[config.mk]
export PLATFORM = sky130hd
export DESIGN_NAME = bwbm_scan
export DESIGN_NICKNAME = d
export VERILOG_FILES = /design/src/hw/rtl/bwbm_pkg.sv /design/src/hw/rtl/bwbm_scan.sv
export SDC_FILE = /design/constraint.sdc
export NUM_CORES = 1
export LEC_CHECK = 0
export ABC_AREA = 1
export CAP_MARGIN = 20
export CELL_PAD_IN_SITES_DETAIL_PLACEMENT = 0
export CELL_PAD_IN_SITES_GLOBAL_PLACEMENT = 2
export CORE_MARGIN = 4
export CORE_UTILIZATION = 36
export DETAILED_ROUTE_END_ITERATION = 7
export DONT_BUFFER_PORTS = 1
export HOLD_SLACK_MARGIN = 0.15
export PLACE_DENSITY_LB_ADDON = 0.1
export SYNTH_ARGS = -nofsm -noshare
export SYNTH_HDL_FRONTEND = slang
export SYNTH_SLANG_ARGS = --single-unit
[constraint.sdc]
create_clock -name aclk -period 5.6 [get_ports aclk]
set_input_delay 1.12 -clock aclk [delete_from_list [all_inputs] [get_ports aclk]]
set_output_delay 1.12 -clock aclk [all_outputs]
set_load 0.01 [all_outputs]
[src/hw/rtl/bwbm_pkg.sv]
package bwbm_pkg;

    localparam int FW_W        = 11;
    localparam int FH_W        = 12;
    localparam int ROW_W       = 12;
    localparam int COL_OUT_W   = 10;
    localparam int ENTRY_W     = 4;
    localparam int CFG_INDEX_W = 4;
    localparam int CFG_DATA_W  = 12;

    localparam logic [CFG_INDEX_W-1:0] REG_FRAME_WIDTH  = CFG_INDEX_W'(0);
    localparam logic [CFG_INDEX_W-1:0] REG_FRAME_HEIGHT = CFG_INDEX_W'(1);

    localparam logic [FW_W-1:0] FRAME_WIDTH_RESET  = FW_W'(640);
    localparam logic [FH_W-1:0] FRAME_HEIGHT_RESET = FH_W'(480);
    localparam int MIN_SIDE = 5;

    typedef struct packed {
        logic rd_en;
        logic advance;
        logic clear;
    } store_ctrl_t;

endpackage

[src/hw/rtl/bwbm_scan.sv]
module bwbm_scan #(
    parameter int CW = 10,
    parameter int WB = 11
) (
    input  logic                          aclk,
    input  logic                          aresetn,
    input  logic                          accept,
    input  logic                          pixel_set,
    input  logic                          frame_start,
    input  logic [WB-1:0]                 used_width,
    input  logic [bwbm_pkg::FH_W-1:0]     used_height,
    output logic [CW-1:0]                 rd_addr,
    output logic                          pix_reg,
    output logic [bwbm_pkg::ROW_W-1:0]    row_reg,
    output logic [CW-1:0]                 col_reg
);
    import bwbm_pkg::*;

    logic [CW-1:0]    col_cnt_reg, col_cnt_next;
    logic [ROW_W-1:0] row_cnt_reg, row_cnt_next;
    logic [CW-1:0]    c_start;
    logic [ROW_W-1:0] r_start;
    logic [WB-1:0]    c_inc;
    logic [ROW_W:0]   r_inc;

    always_comb begin
        c_start = (frame_start || (WB'(col_cnt_reg) >= used_width)) ? '0 : col_cnt_reg;
        r_start = (frame_start || (row_cnt_reg >= used_height)) ? '0 : row_cnt_reg;
        c_inc   = WB'(c_start) + WB'(1);
        r_inc   = (ROW_W+1)'(r_start) + (ROW_W+1)'(1);
        if (c_inc >= used_width) begin
            col_cnt_next = '0;
            row_cnt_next = (r_inc >= (ROW_W+1)'(used_height)) ? '0 : r_inc[ROW_W-1:0];
        end else begin
            col_cnt_next = c_inc[CW-1:0];
            row_cnt_next = r_start;
        end
        rd_addr = c_start;
    end

    always_ff @(posedge aclk) begin
        if (!aresetn) begin
            col_cnt_reg <= '0;
            row_cnt_reg <= '0;
        end else if (accept) begin
            col_cnt_reg <= col_cnt_next;
            row_cnt_reg <= row_cnt_next;
        end
    end

    always_ff @(posedge aclk) begin
        if (accept) begin
            pix_reg <= pixel_set;
            row_reg <= r_start;
            col_reg <= c_start;
        end
    end

endmodule

After elaboration in Yosys (flattened, before gate mapping)
Cells that the tools add are included.
- logic and storage cells: 18
- register bits after elaboration: 45
- $add $sub $neg: 2
- magnitude comparators: 4
- reduce and logical (&&, ||, !) cells: 2
- multiplexer cells: 5
- operators by type and width (kind ; count):
    12-bit two-way mux ; 3
    10-bit two-way mux ; 2
    12-bit by 1-bit adder with 13-bit output, second input constant ; 1
    13-bit by 12-bit >= comparator with 1-bit output ; 1
    12-bit >= comparator ; 1
    10-bit by 1-bit adder with 11-bit output, second input constant ; 1
    10-bit by 11-bit >= comparator with 1-bit output ; 1
    11-bit >= comparator ; 1
    1-bit logical OR ; 2

Logic depth before layout (Yosys ltp)
Gate-level depths: netlist of run 1.
- word-level depth: 7
- gate-level depth with buffers: 31

Worst setup path after synthesis of run 1
No wires, ideal clock.
- path kind: input to register
- start point: input used_width[8]
- end point: register row_cnt_reg[1]
- required time: 5.472 ns
- arrival: 4.378 ns
- slack: 1.095 ns
- stages on the path: 24
- buffers on the path: 0
- cells stage by stage: inv_1 ha_1 nand2_1 nand2_1 a22oi_1 and2_1 nand3_2 nor2_1 ha_1 nand3_2 nor2_1 nand2_1 and2_1 ha_1 a21oi_1 o21ai_0 nand2_1 nand3_1 nor2_1 nor2_1 nand4_1 nor2_1 nor2_1 nor2_1
- longest elaborated chain between the ends: 6
- RTL lines (element ; line ; RTL):
    from (decl) ; bwbm_scan.sv:10 ; input logic [WB-1:0] used_width,
    10-bit by 11-bit >= comparator with 1-bit output ; bwbm_scan.sv:27 ; c_start = (frame_start || (WB'(col_cnt_reg) >= used_width)) ? '0 : col_cnt_reg;
    1-bit logical OR ; bwbm_scan.sv:27 ;
    10-bit two-way mux ; bwbm_scan.sv:27 ;
    net rd_addr[0] ; bwbm_scan.sv:12 ; output logic [CW-1:0] rd_addr,
    10-bit by 1-bit adder with 11-bit output ; bwbm_scan.sv:29 ; c_inc = WB'(c_start) + WB'(1);
    11-bit >= comparator ; bwbm_scan.sv:31 ; if (c_inc >= used_width) begin
    12-bit two-way mux ; bwbm_scan.sv:31 ;
    to (signal assigned) ; bwbm_scan.sv:47 ; row_cnt_reg <= row_cnt_next;
    to (decl) ; bwbm_scan.sv:20 ; logic [ROW_W-1:0] row_cnt_reg, row_cnt_next;
The timed path passes the listed nets, and every way through them passes these cells.
A chain may end at the register's enable or synchronous reset.

Worst setup path in the final report of run 1
- start point: input used_height[11] (netlist name)
- end point: register row_cnt_reg[5]
- longest elaborated chain between the ends: 7
- RTL lines (element ; line ; RTL):
    from (decl) ; bwbm_scan.sv:11 ; input logic [bwbm_pkg::FH_W-1:0] used_height,
    12-bit >= comparator * ; bwbm_scan.sv:28 ; r_start = (frame_start || (row_cnt_reg >= used_height)) ? '0 : row_cnt_reg;
    1-bit logical OR * ; bwbm_scan.sv:28 ;
    12-bit two-way mux * ; bwbm_scan.sv:28 ;
    net r_start[0] ; bwbm_scan.sv:22 ; logic [ROW_W-1:0] r_start;
    12-bit by 1-bit adder with 13-bit output * ; bwbm_scan.sv:30 ; r_inc = (ROW_W+1)'(r_start) + (ROW_W+1)'(1);
    13-bit by 12-bit >= comparator with 1-bit output ; bwbm_scan.sv:33 ; row_cnt_next = (r_inc >= (ROW_W+1)'(used_height)) ? '0 : r_inc[ROW_W-1:0];
    12-bit two-way mux * ; bwbm_scan.sv:33 ;
    12-bit two-way mux * ; bwbm_scan.sv:31 ;
Mark *: on every way through the listed nets, which the timed path passes. The rest lies on a longest branch.

==> results of run 1 <==
[worst max-delay path: cells and delay by family]
kind / cells / cell delay (ps)
AOI/OAI and AO/OA: 2 / 330
xor gates and xnor gates: 1 / 190
adders and majority gates: 3 / 950
buffers and inverters: 3 / 150
and+or+nand+nor: 20 / 2330
[kinds of logic (layout without fill, tap and decap cells)]
logic type,after synthesis,in the layout
AO/OA/AOI/OAI,50,50
XOR/XNOR,7,7
adder cells (fa/ha/maj),47,47
buffers and inverters,98,107
flip-flops,45,45
AND/OR/NAND/NOR,238,238
[power by group]
group / internal (mW) / total [mW] / switching [mW]
registers: 0.355 / 0.365 / 0.00946
logic: 0.0241 / 0.0758 / 0.0517
clock network: 0.137 / 0.270 / 0.133
[per-stage QoR]
| stage | worst slack [ps] | std cells | utilization | hold WS [ps] | power, mW |
|---|---|---|---|---|---|
| 6_report | 745.4 | 623 | 0.4077 | 493.1 | 0.7106 |
| 5_1_grt | 126.0 | 623 | 0.4077 | 527.8 | 0.7488 |
| 4_1_cts | 775.1 | 623 | 0.4077 | 493.5 | 0.7188 |
| 3_5_place_dp | 470.2 | 615 | 0.3951 | 479.0 | 0.4486 |
| 3_3_place_gp | 551.6 | 615 | 0.3951 | 471.2 | 0.4485 |
| 2_1_floorplan | 1095 | 485 | - | 458.6 | 0.4268 |
[area by class of cell]
| class | count | area, um2 |
|---|---|---|
| clock buffer | 5 | 68.82 |
| clock inverter | 3 | 50.05 |
| fill | 1010 | 5550 |
| inverter | 95 | 356.6 |
| multi-input combinational | 342 | 2023 |
| sequential | 45 | 1131 |
| tap | 129 | 161.4 |
| timing repair buffer | 4 | 30.03 |
[final timing paths]
path,start,endpoint,slack (ps),cells past startpoint
min reg2reg,col_cnt_reg[0]$_SDFFE_PN0P_,col_cnt_reg[0]$_SDFFE_PN0P_,490,2
min,col_cnt_reg[0]$_SDFFE_PN0P_,col_cnt_reg[0]$_SDFFE_PN0P_,490,2
max,used_height[11],row_cnt_reg[5]$_SDFFE_PN0P_,750,29
max reg2reg,row_cnt_reg[7]$_SDFFE_PN0P_,row_cnt_reg[5]$_SDFFE_PN0P_,1180,28
[per-layer routing]
| metal | track usage | vias to the layer above | wire, um | share of wire |
|---|---|---|---|---|
| met1 | 0.2597 | 1304 | 5117 | 0.54 |
| met2 | 0.2531 | 69 | 3787 | 0.40 |
| met3 | 0.03974 | 6 | 479 | 0.051 |
| met4 | 0.02740 | 0 | 65 | 0.0069 |
| met5 | 0 | - | 0 | 0 |
| li1 | - | 1573 | - | - |
[placed cells by master (no fill, tap or decap), types with 2 or more instances in the layout]
master    instances
nand2_1         108
inv_1            85
nor2_1           63
ha_1             47
a21oi_1          31
edfxtp_1         23
dfxtp_1          22
nand3_1          21
nand4_1          16
o21ai_0          12
nand2_2           7
inv_2             7
nor2_4            6
clkbuf_8          5
nor2_2            4
xnor2_1           4
and2_1            4
buf_4             4
clkinv_1          3
nand2_4           2
xor2_1            2
nand3_2           2
a21oi_2           2
[cells in the mapped netlist, drive strengths merged]
library cell    n
nor3            1
o21bai          1
nor2           73
nand3          23
nor3b           1
inv            92
nand4          17
clkinv          3
buf             1
o21ai          13
xnor2           4
a21oi          34
a22oi           1
nand2         117
and2            4
nand3b          1
ha             47
dfxtp          22
clkbuf          2
o21a            1
nor4            1
xor2            3
edfxtp         23
==> results.toml, run 1 <==
[grt]
grt_overflow = 0
grt_max_degree = 31
track_usage = 0.1722
grt_pass1_vias = 2861
antenna_found_initial = 0
grt_first_pass_wirelength_mm = 15.44

[timing]
tightest_slew_ps = 679.4
rsz0062_at_grt = "no"
fin_skew_ps = 8.610
final_max_slew_viol_count = 0
setup_viol = 0
hold_violations = 0
fin_crit_sh = 0.8669
relSlewSlack = 0.5443
final.setup.tns_ps = 0
fmax_mhz = 206.0
min_period_ps = 4855

[clock_tree]
hold_buffers = 0
cts.sinks = 45
cts_made_buffers = 5
clk_latency_ps = 310
cts_setup_buffers = 0
cts_max_level = 2
cts_resized = 0
cts-root-buf = "clkbuf_8"
cts_tree = "done"
clock_path_buffers = 2
clk_pin_slew_ps = 100

[critical_path]
crit_arrival_ps = 5090
end_kind = "flip-flop"
timing.setup.critical_path_class = "in -> reg"
startpoint_type = "input pin"
required_ps = 5840
crit_slowest_cell = "ha_1"
slowest_delay_ps = 350
cp_max_fo = 10

[logic_synthesis]
synth_nets = 560
synthTopCellsByArea = "edfxtp_1 20%, ha_1 17%, dfxtp_1 12%"
synth_top_family_by_area = "simple AND/OR/NAND/NOR gates"
synth_cell_types = 34
netlist_area_um2 = 3530
yosys.area_share.simple = 0.3088
syn_avg_cell_area_um2 = 7.278
yosys.area.top_type_share = 0.1957
synthXorXnorAreaFrac = 0.01950
synth_compound_area_frac = 0.07834
synth_seq_cells = 45
synthCells = 485
synthAdderAreaFrac = 0.1666
synth_area_leader_cell = "edfxtp_1"
synthMuxAreaShare = 0
yosysSeqAreaShare = 0.3205
yosysWarnings = 0

[layout]
nNetsFinal = 568
area_delta_synth_final_pct = 8.259
fin_area_um2 = 3821
n_antenna_cell = 0
drive_above_1_share = 0.09109

[drt]
dr_total_vias = 2952
viasPerCell = 4.738
drcViolationCount = 0
drt_iter0_drc = 157
antenna_left = 0
drtPass1Iterations = 5
wl_per_cell_um = 15.17
wirelength_mm = 9.449

[place]
gp_congestion = 0.8715
port_buffers = 0
placed_area_um2 = 3702
hpwl_mm = 7.479

[pwr]
pwr_density_cell_nw_per_um2 = 186.0
irDropWorstVdd_uv = 100.9
leakagePower_nw = 1.865

[floorplan]
die_width_um = 107.0
die_area_um2 = 11450
ios = 61
rows = 35
start_util = 0.3766
fp.dieH_um = 107.0
coreArea_um2 = 9371

[run_status]
status = "finished, final reports clean"

[worst_hold_path]
hold_path_class = "reg -> reg"

[job]
max_cap_viol_count = 0
No activity file was read; power rests on OpenSTA's default activity.
==> inputs of run 2 (changes only) <==
==> constraint.sdc (replaced) <==
create_clock -name aclk -period 5.6 [get_ports aclk]
set_input_delay 1.12 -clock aclk [delete_from_list [all_inputs] [get_ports aclk]]
set_output_delay 1.12 -clock aclk [all_outputs]
set_load 0.05 [all_outputs]
==> results.toml, run 2 (same netlist as run 1, synthesis figures left out) <==
[grt]
track_usage = 0.1627
grt_pass1_vias = 2761
grt_max_degree = 31
antenna_found_initial = 0
grt_first_pass_wirelength_mm = 14.52
grt_overflow = 0

[critical_path]
slowest_delay_ps = 360
end_kind = "flip-flop"
crit_arrival_ps = 5290
timing.setup.critical_path_class = "in -> reg"
crit_slowest_cell = "ha_1"
required_ps = 5820
startpoint_type = "input pin"
reg2reg_depth = 28
cp_max_fo = 11

[drt]
wirelength_mm = 9.201
highest_layer = "met4"
drt_iter0_drc = 121
viasPerCell = 4.705
dr_total_vias = 2955
dr_wl_met3_um = 477
drcViolationCount = 0
antenna_left = 0
met1_length_mm = 5.009
wl_per_cell_um = 14.65
route.met2.wl_mm = 3.688
drtPass1Iterations = 4

[pwr]
p_clk_frac = 0.351
comb_power_share = 0.106
pwr-share-seq = 0.542
irDropWorstVdd_uv = 113.3
p_sw_uw = 202.4
p_int_uw = 510.2
pwr_density_cell_nw_per_um2 = 185.1
switching_share = 0.2841
leakagePower_nw = 1.885

[floorplan]
rows = 35
ios = 61
die_width_um = 107.0
die_area_um2 = 11450
fp.dieH_um = 107.0
coreArea_um2 = 9371
start_util = 0.3766

[layout]
final_common_cell = "nand2_1"
nNetsFinal = 573
layout_common_cells = "108 x nand2_1, 85 x inv_1, 63 x nor2_1"
area_delta_synth_final_pct = 9.075
fin_area_um2 = 3850
regArea_um2 = 1131
nFillCells = 1027
fin_cells = 628
multi_input_area_um2 = 2023
n_antenna_cell = 0
drive_above_1_share = 0.09820

[place]
placed_area_um2 = 3740
dpl.cell_count = 620
pre_cts_ws_ps = 249.8
hpwl_mm = 7.332
gp_congestion = 0.8301
port_buffers = 0

[timing]
fin_skew_ps = 6.818
fmax_mhz = 197.5
tightest_slew_ps = 946.2
setup_viol = 0
hold_violations = 0
rsz0062_at_grt = "no"
relSlewSlack = 0.3668
final_max_slew_viol_count = 0
fin_crit_sh = 0.9042
final.setup.tns_ps = 0
layout_setup_ws_ps = 536.5
min_period_ps = 5063
timing.hold.ws_ps = 485.9

[clock_tree]
hold_buffers = 0
clock_path_buffers = 2
cts_tree = "done"
clk_pin_slew_ps = 90
cts_resized = 0
cts_max_level = 2
cts_setup_buffers = 0
clk_latency_ps = 300
cts.sinks = 45
cts_made_buffers = 5
cts-root-buf = "clkbuf_8"

[run_status]
status = "finished, final reports clean"

[job]
max_cap_viol_count = 0

[worst_hold_path]
whs_path_depth = 2
hold_path_class = "reg -> reg"
run 2: final cells by class:
cell class              count  share of cell area
clock inverters             3             0.01072
flip-flops and latches     45              0.2938
clock buffers               5             0.01787
well taps                 129             0.04192
inverters                  95             0.09262
repair buffers              9             0.01755
multi-input cells         342              0.5255
run 2: path summary, 6_finish.rpt:
| path | startpoint | to | slack, ps |
|---|---|---|---|
| hold reg to reg | col_cnt_reg[0]$_SDFFE_PN0P_ | col_cnt_reg[0]$_SDFFE_PN0P_ | 490 |
| setup reg to reg | row_cnt_reg[10]$_SDFFE_PN0P_ | row_cnt_reg[9]$_SDFFE_PN0P_ | 1020 |
| hold / removal | col_cnt_reg[0]$_SDFFE_PN0P_ | col_cnt_reg[0]$_SDFFE_PN0P_ | 490 |
| setup / recovery | used_height[11] | row_cnt_reg[9]$_SDFFE_PN0P_ | 540 |
run 2: power by group through the flow:
stage	logic [mW]	registers (mW)	clock network (mW)
after global routing	0.0884	0.388	0.270
after global placement	0.0763	0.394	0
after detailed placement	0.0764	0.394	0
after CTS	0.0771	0.387	0.259
final	0.0759	0.386	0.250
after floorplan	0.0583	0.392	0
run 2: critical path, delay by kind of cell:
kind	cells	cell delay [ps]
buf+inv	3	160
simple gates	20	2470
compound gates	2	320
fa+ha+maj	3	970
xor+xnor	1	230
run 2: per-stage QoR:
step / utilization / total power [mW]
2_1_floorplan: - / 0.4498
3_3_place_gp: 0.3991 / 0.4707
3_5_place_dp: 0.3991 / 0.4705
4_1_cts: 0.4108 / 0.7231
5_1_grt: 0.4108 / 0.7458
6_report: 0.4108 / 0.7126
run 2: layer usage:
layer,vias to the layer above,global-route usage
li1,1585,-
met1,1299,0.2485
met2,67,0.2352
met3,4,0.03913
met4,0,0.02374
met5,-,0
==> inputs of run 3 (changes only) <==
Settings changed: CORE_UTILIZATION 36 to 39.
Clock period 5.6 ns to 6.35 ns, I/O delays scaled along.
==> results.toml, run 3 (same netlist as run 1, synthesis figures left out) <==
[layout]
layout_common_cells = "108 x nand2_1, 85 x inv_1, 63 x nor2_1"
nNetsFinal = 570
area_delta_synth_final_pct = 7.870
n_antenna_cell = 0
drive_above_1_share = 0.09274
final_common_cell = "nand2_1"
final_core_util = 0.4345

[floorplan]
start_util = 0.4028
die_area_um2 = 10640
die_width_um = 103.1
rows = 34
coreArea_um2 = 8763
fp.dieH_um = 103.1
ios = 61

[timing]
tightest_slew_ps = 984.9
layout_setup_ws_ps = 1068
timing.hold.ws_ps = 487.2
hold_violations = 0
rsz0062_at_grt = "no"
setup_viol = 0
fin_skew_ps = 5.750
final.setup.tns_ps = 0
min_period_ps = 5282
final_max_slew_viol_count = 0
relSlewSlack = 0.3410
fmax_mhz = 189.3
fin_crit_sh = 0.8318

[critical_path]
cp_max_fo = 11
crit_start = "used_height[11]"
cpMostUsedCell = "nor2_1"
startpoint_type = "input pin"
required_ps = 6570
slowest_delay_ps = 370
crit_slowest_cell = "ha_1"
crit_arrival_ps = 5500
r2r-start = "row_cnt_reg[10]$_SDFFE_PN0P_"
end_kind = "flip-flop"
reg2reg_slack_ps = 1620
timing.setup.critical_path_class = "in -> reg"

[drt]
drtPass1Iterations = 4
dr_total_vias = 2939
wl_per_cell_um = 15.00
drt_iter0_drc = 88
drcViolationCount = 0
antenna_left = 0
wirelength_mm = 9.057
viasPerCell = 4.866

[pwr]
pwr_density_cell_nw_per_um2 = 167.4
leakagePower_nw = 1.876
irDropWorstVdd_uv = 74.54
total_power_uw = 637.4

[worst_hold_path]
hold_path.startpoint = "col_cnt_reg[0]$_SDFFE_PN0P_"
hold_path_class = "reg -> reg"

[place]
port_buffers = 0
gp_congestion = 0.7948
pre_cts_ws_ps = 680.6
hpwl_mm = 7.296

[run_status]
status = "finished, final reports clean"

[job]
max_cap_viol_count = 0

[grt]
grt_first_pass_wirelength_mm = 14.46
track_usage = 0.1774
antenna_found_initial = 0
grt_overflow = 0
grt_max_degree = 31
grt_pass1_vias = 2889

[clock_tree]
cts_setup_buffers = 0
clk_latency_ps = 290
cts_max_level = 2
clk_pin_slew_ps = 90
cts_tree = "done"
hold_buffers = 0
cts.sinks = 45
cts-root-buf = "clkbuf_8"
cts_made_buffers = 5
cts_resized = 0
clock_path_buffers = 2
run 3: changes by cell type in the layout (fill, tap and decap cells not counted), sizes merged:
cell      change
buf           -3
clkbuf        +2
clkinv        -1
clkinvlp      -1
run 3: final timing paths:
check                           cells past startpoint                          end
worst min-delay path                                2  col_cnt_reg[0]$_SDFFE_PN0P_
worst max register to register                     25  row_cnt_reg[9]$_SDFFE_PN0P_
worst min register to register                      2  col_cnt_reg[0]$_SDFFE_PN0P_
worst max-delay path                               26  row_cnt_reg[9]$_SDFFE_PN0P_
run 3: metal layers:
metal  vias to the layer above  part of all wire  track usage
li1                       1569                 -            -
met4                         0            0.0062      0.03984
met3                         4             0.027      0.02909
met1                      1322              0.43       0.2133
met2                        44              0.53       0.3291
met5                         -                 0            0
run 3: critical path: cells and delay by family:
kind,cells,cell delay [ps]
and+or+nand+nor,15,2150
adders and majority gates,3,990
AOI/OAI and AO/OA,4,710
xor gates and xnor gates,1,200
buffers and inverters,3,150
run 3: cell type report:
cell class | count | area (um2)
clock buffers | 7 | 86.33
clock inverters | 1 | 30.03
fillers | 943 | 4956
inverters | 95 | 356.6
multi-input cells | 342 | 2023
flip-flops and latches | 45 | 1131
well taps | 108 | 135.1
repair buffers | 6 | 45.04
run 3: stage by stage:
stage / instance area (um2) / std cells
2_1_floorplan: 3530 / 485
3_3_place_gp: 3691 / 596
3_5_place_dp: 3691 / 596
4_1_cts: 3807 / 604
5_1_grt: 3807 / 604
6_report: 3807 / 604
run 3: power breakdown:
| group | switching [mW] | leakage, nW | internal (mW) | total (mW) |
|---|---|---|---|---|
| sequential | 0.0272 | 0.414 | 0.314 | 0.341 |
| clock | 0.102 | 0.0585 | 0.129 | 0.231 |
| combinational | 0.0457 | 1.40 | 0.0201 | 0.0658 |
| total | 0.175 | 1.88 | 0.462 | 0.637 |
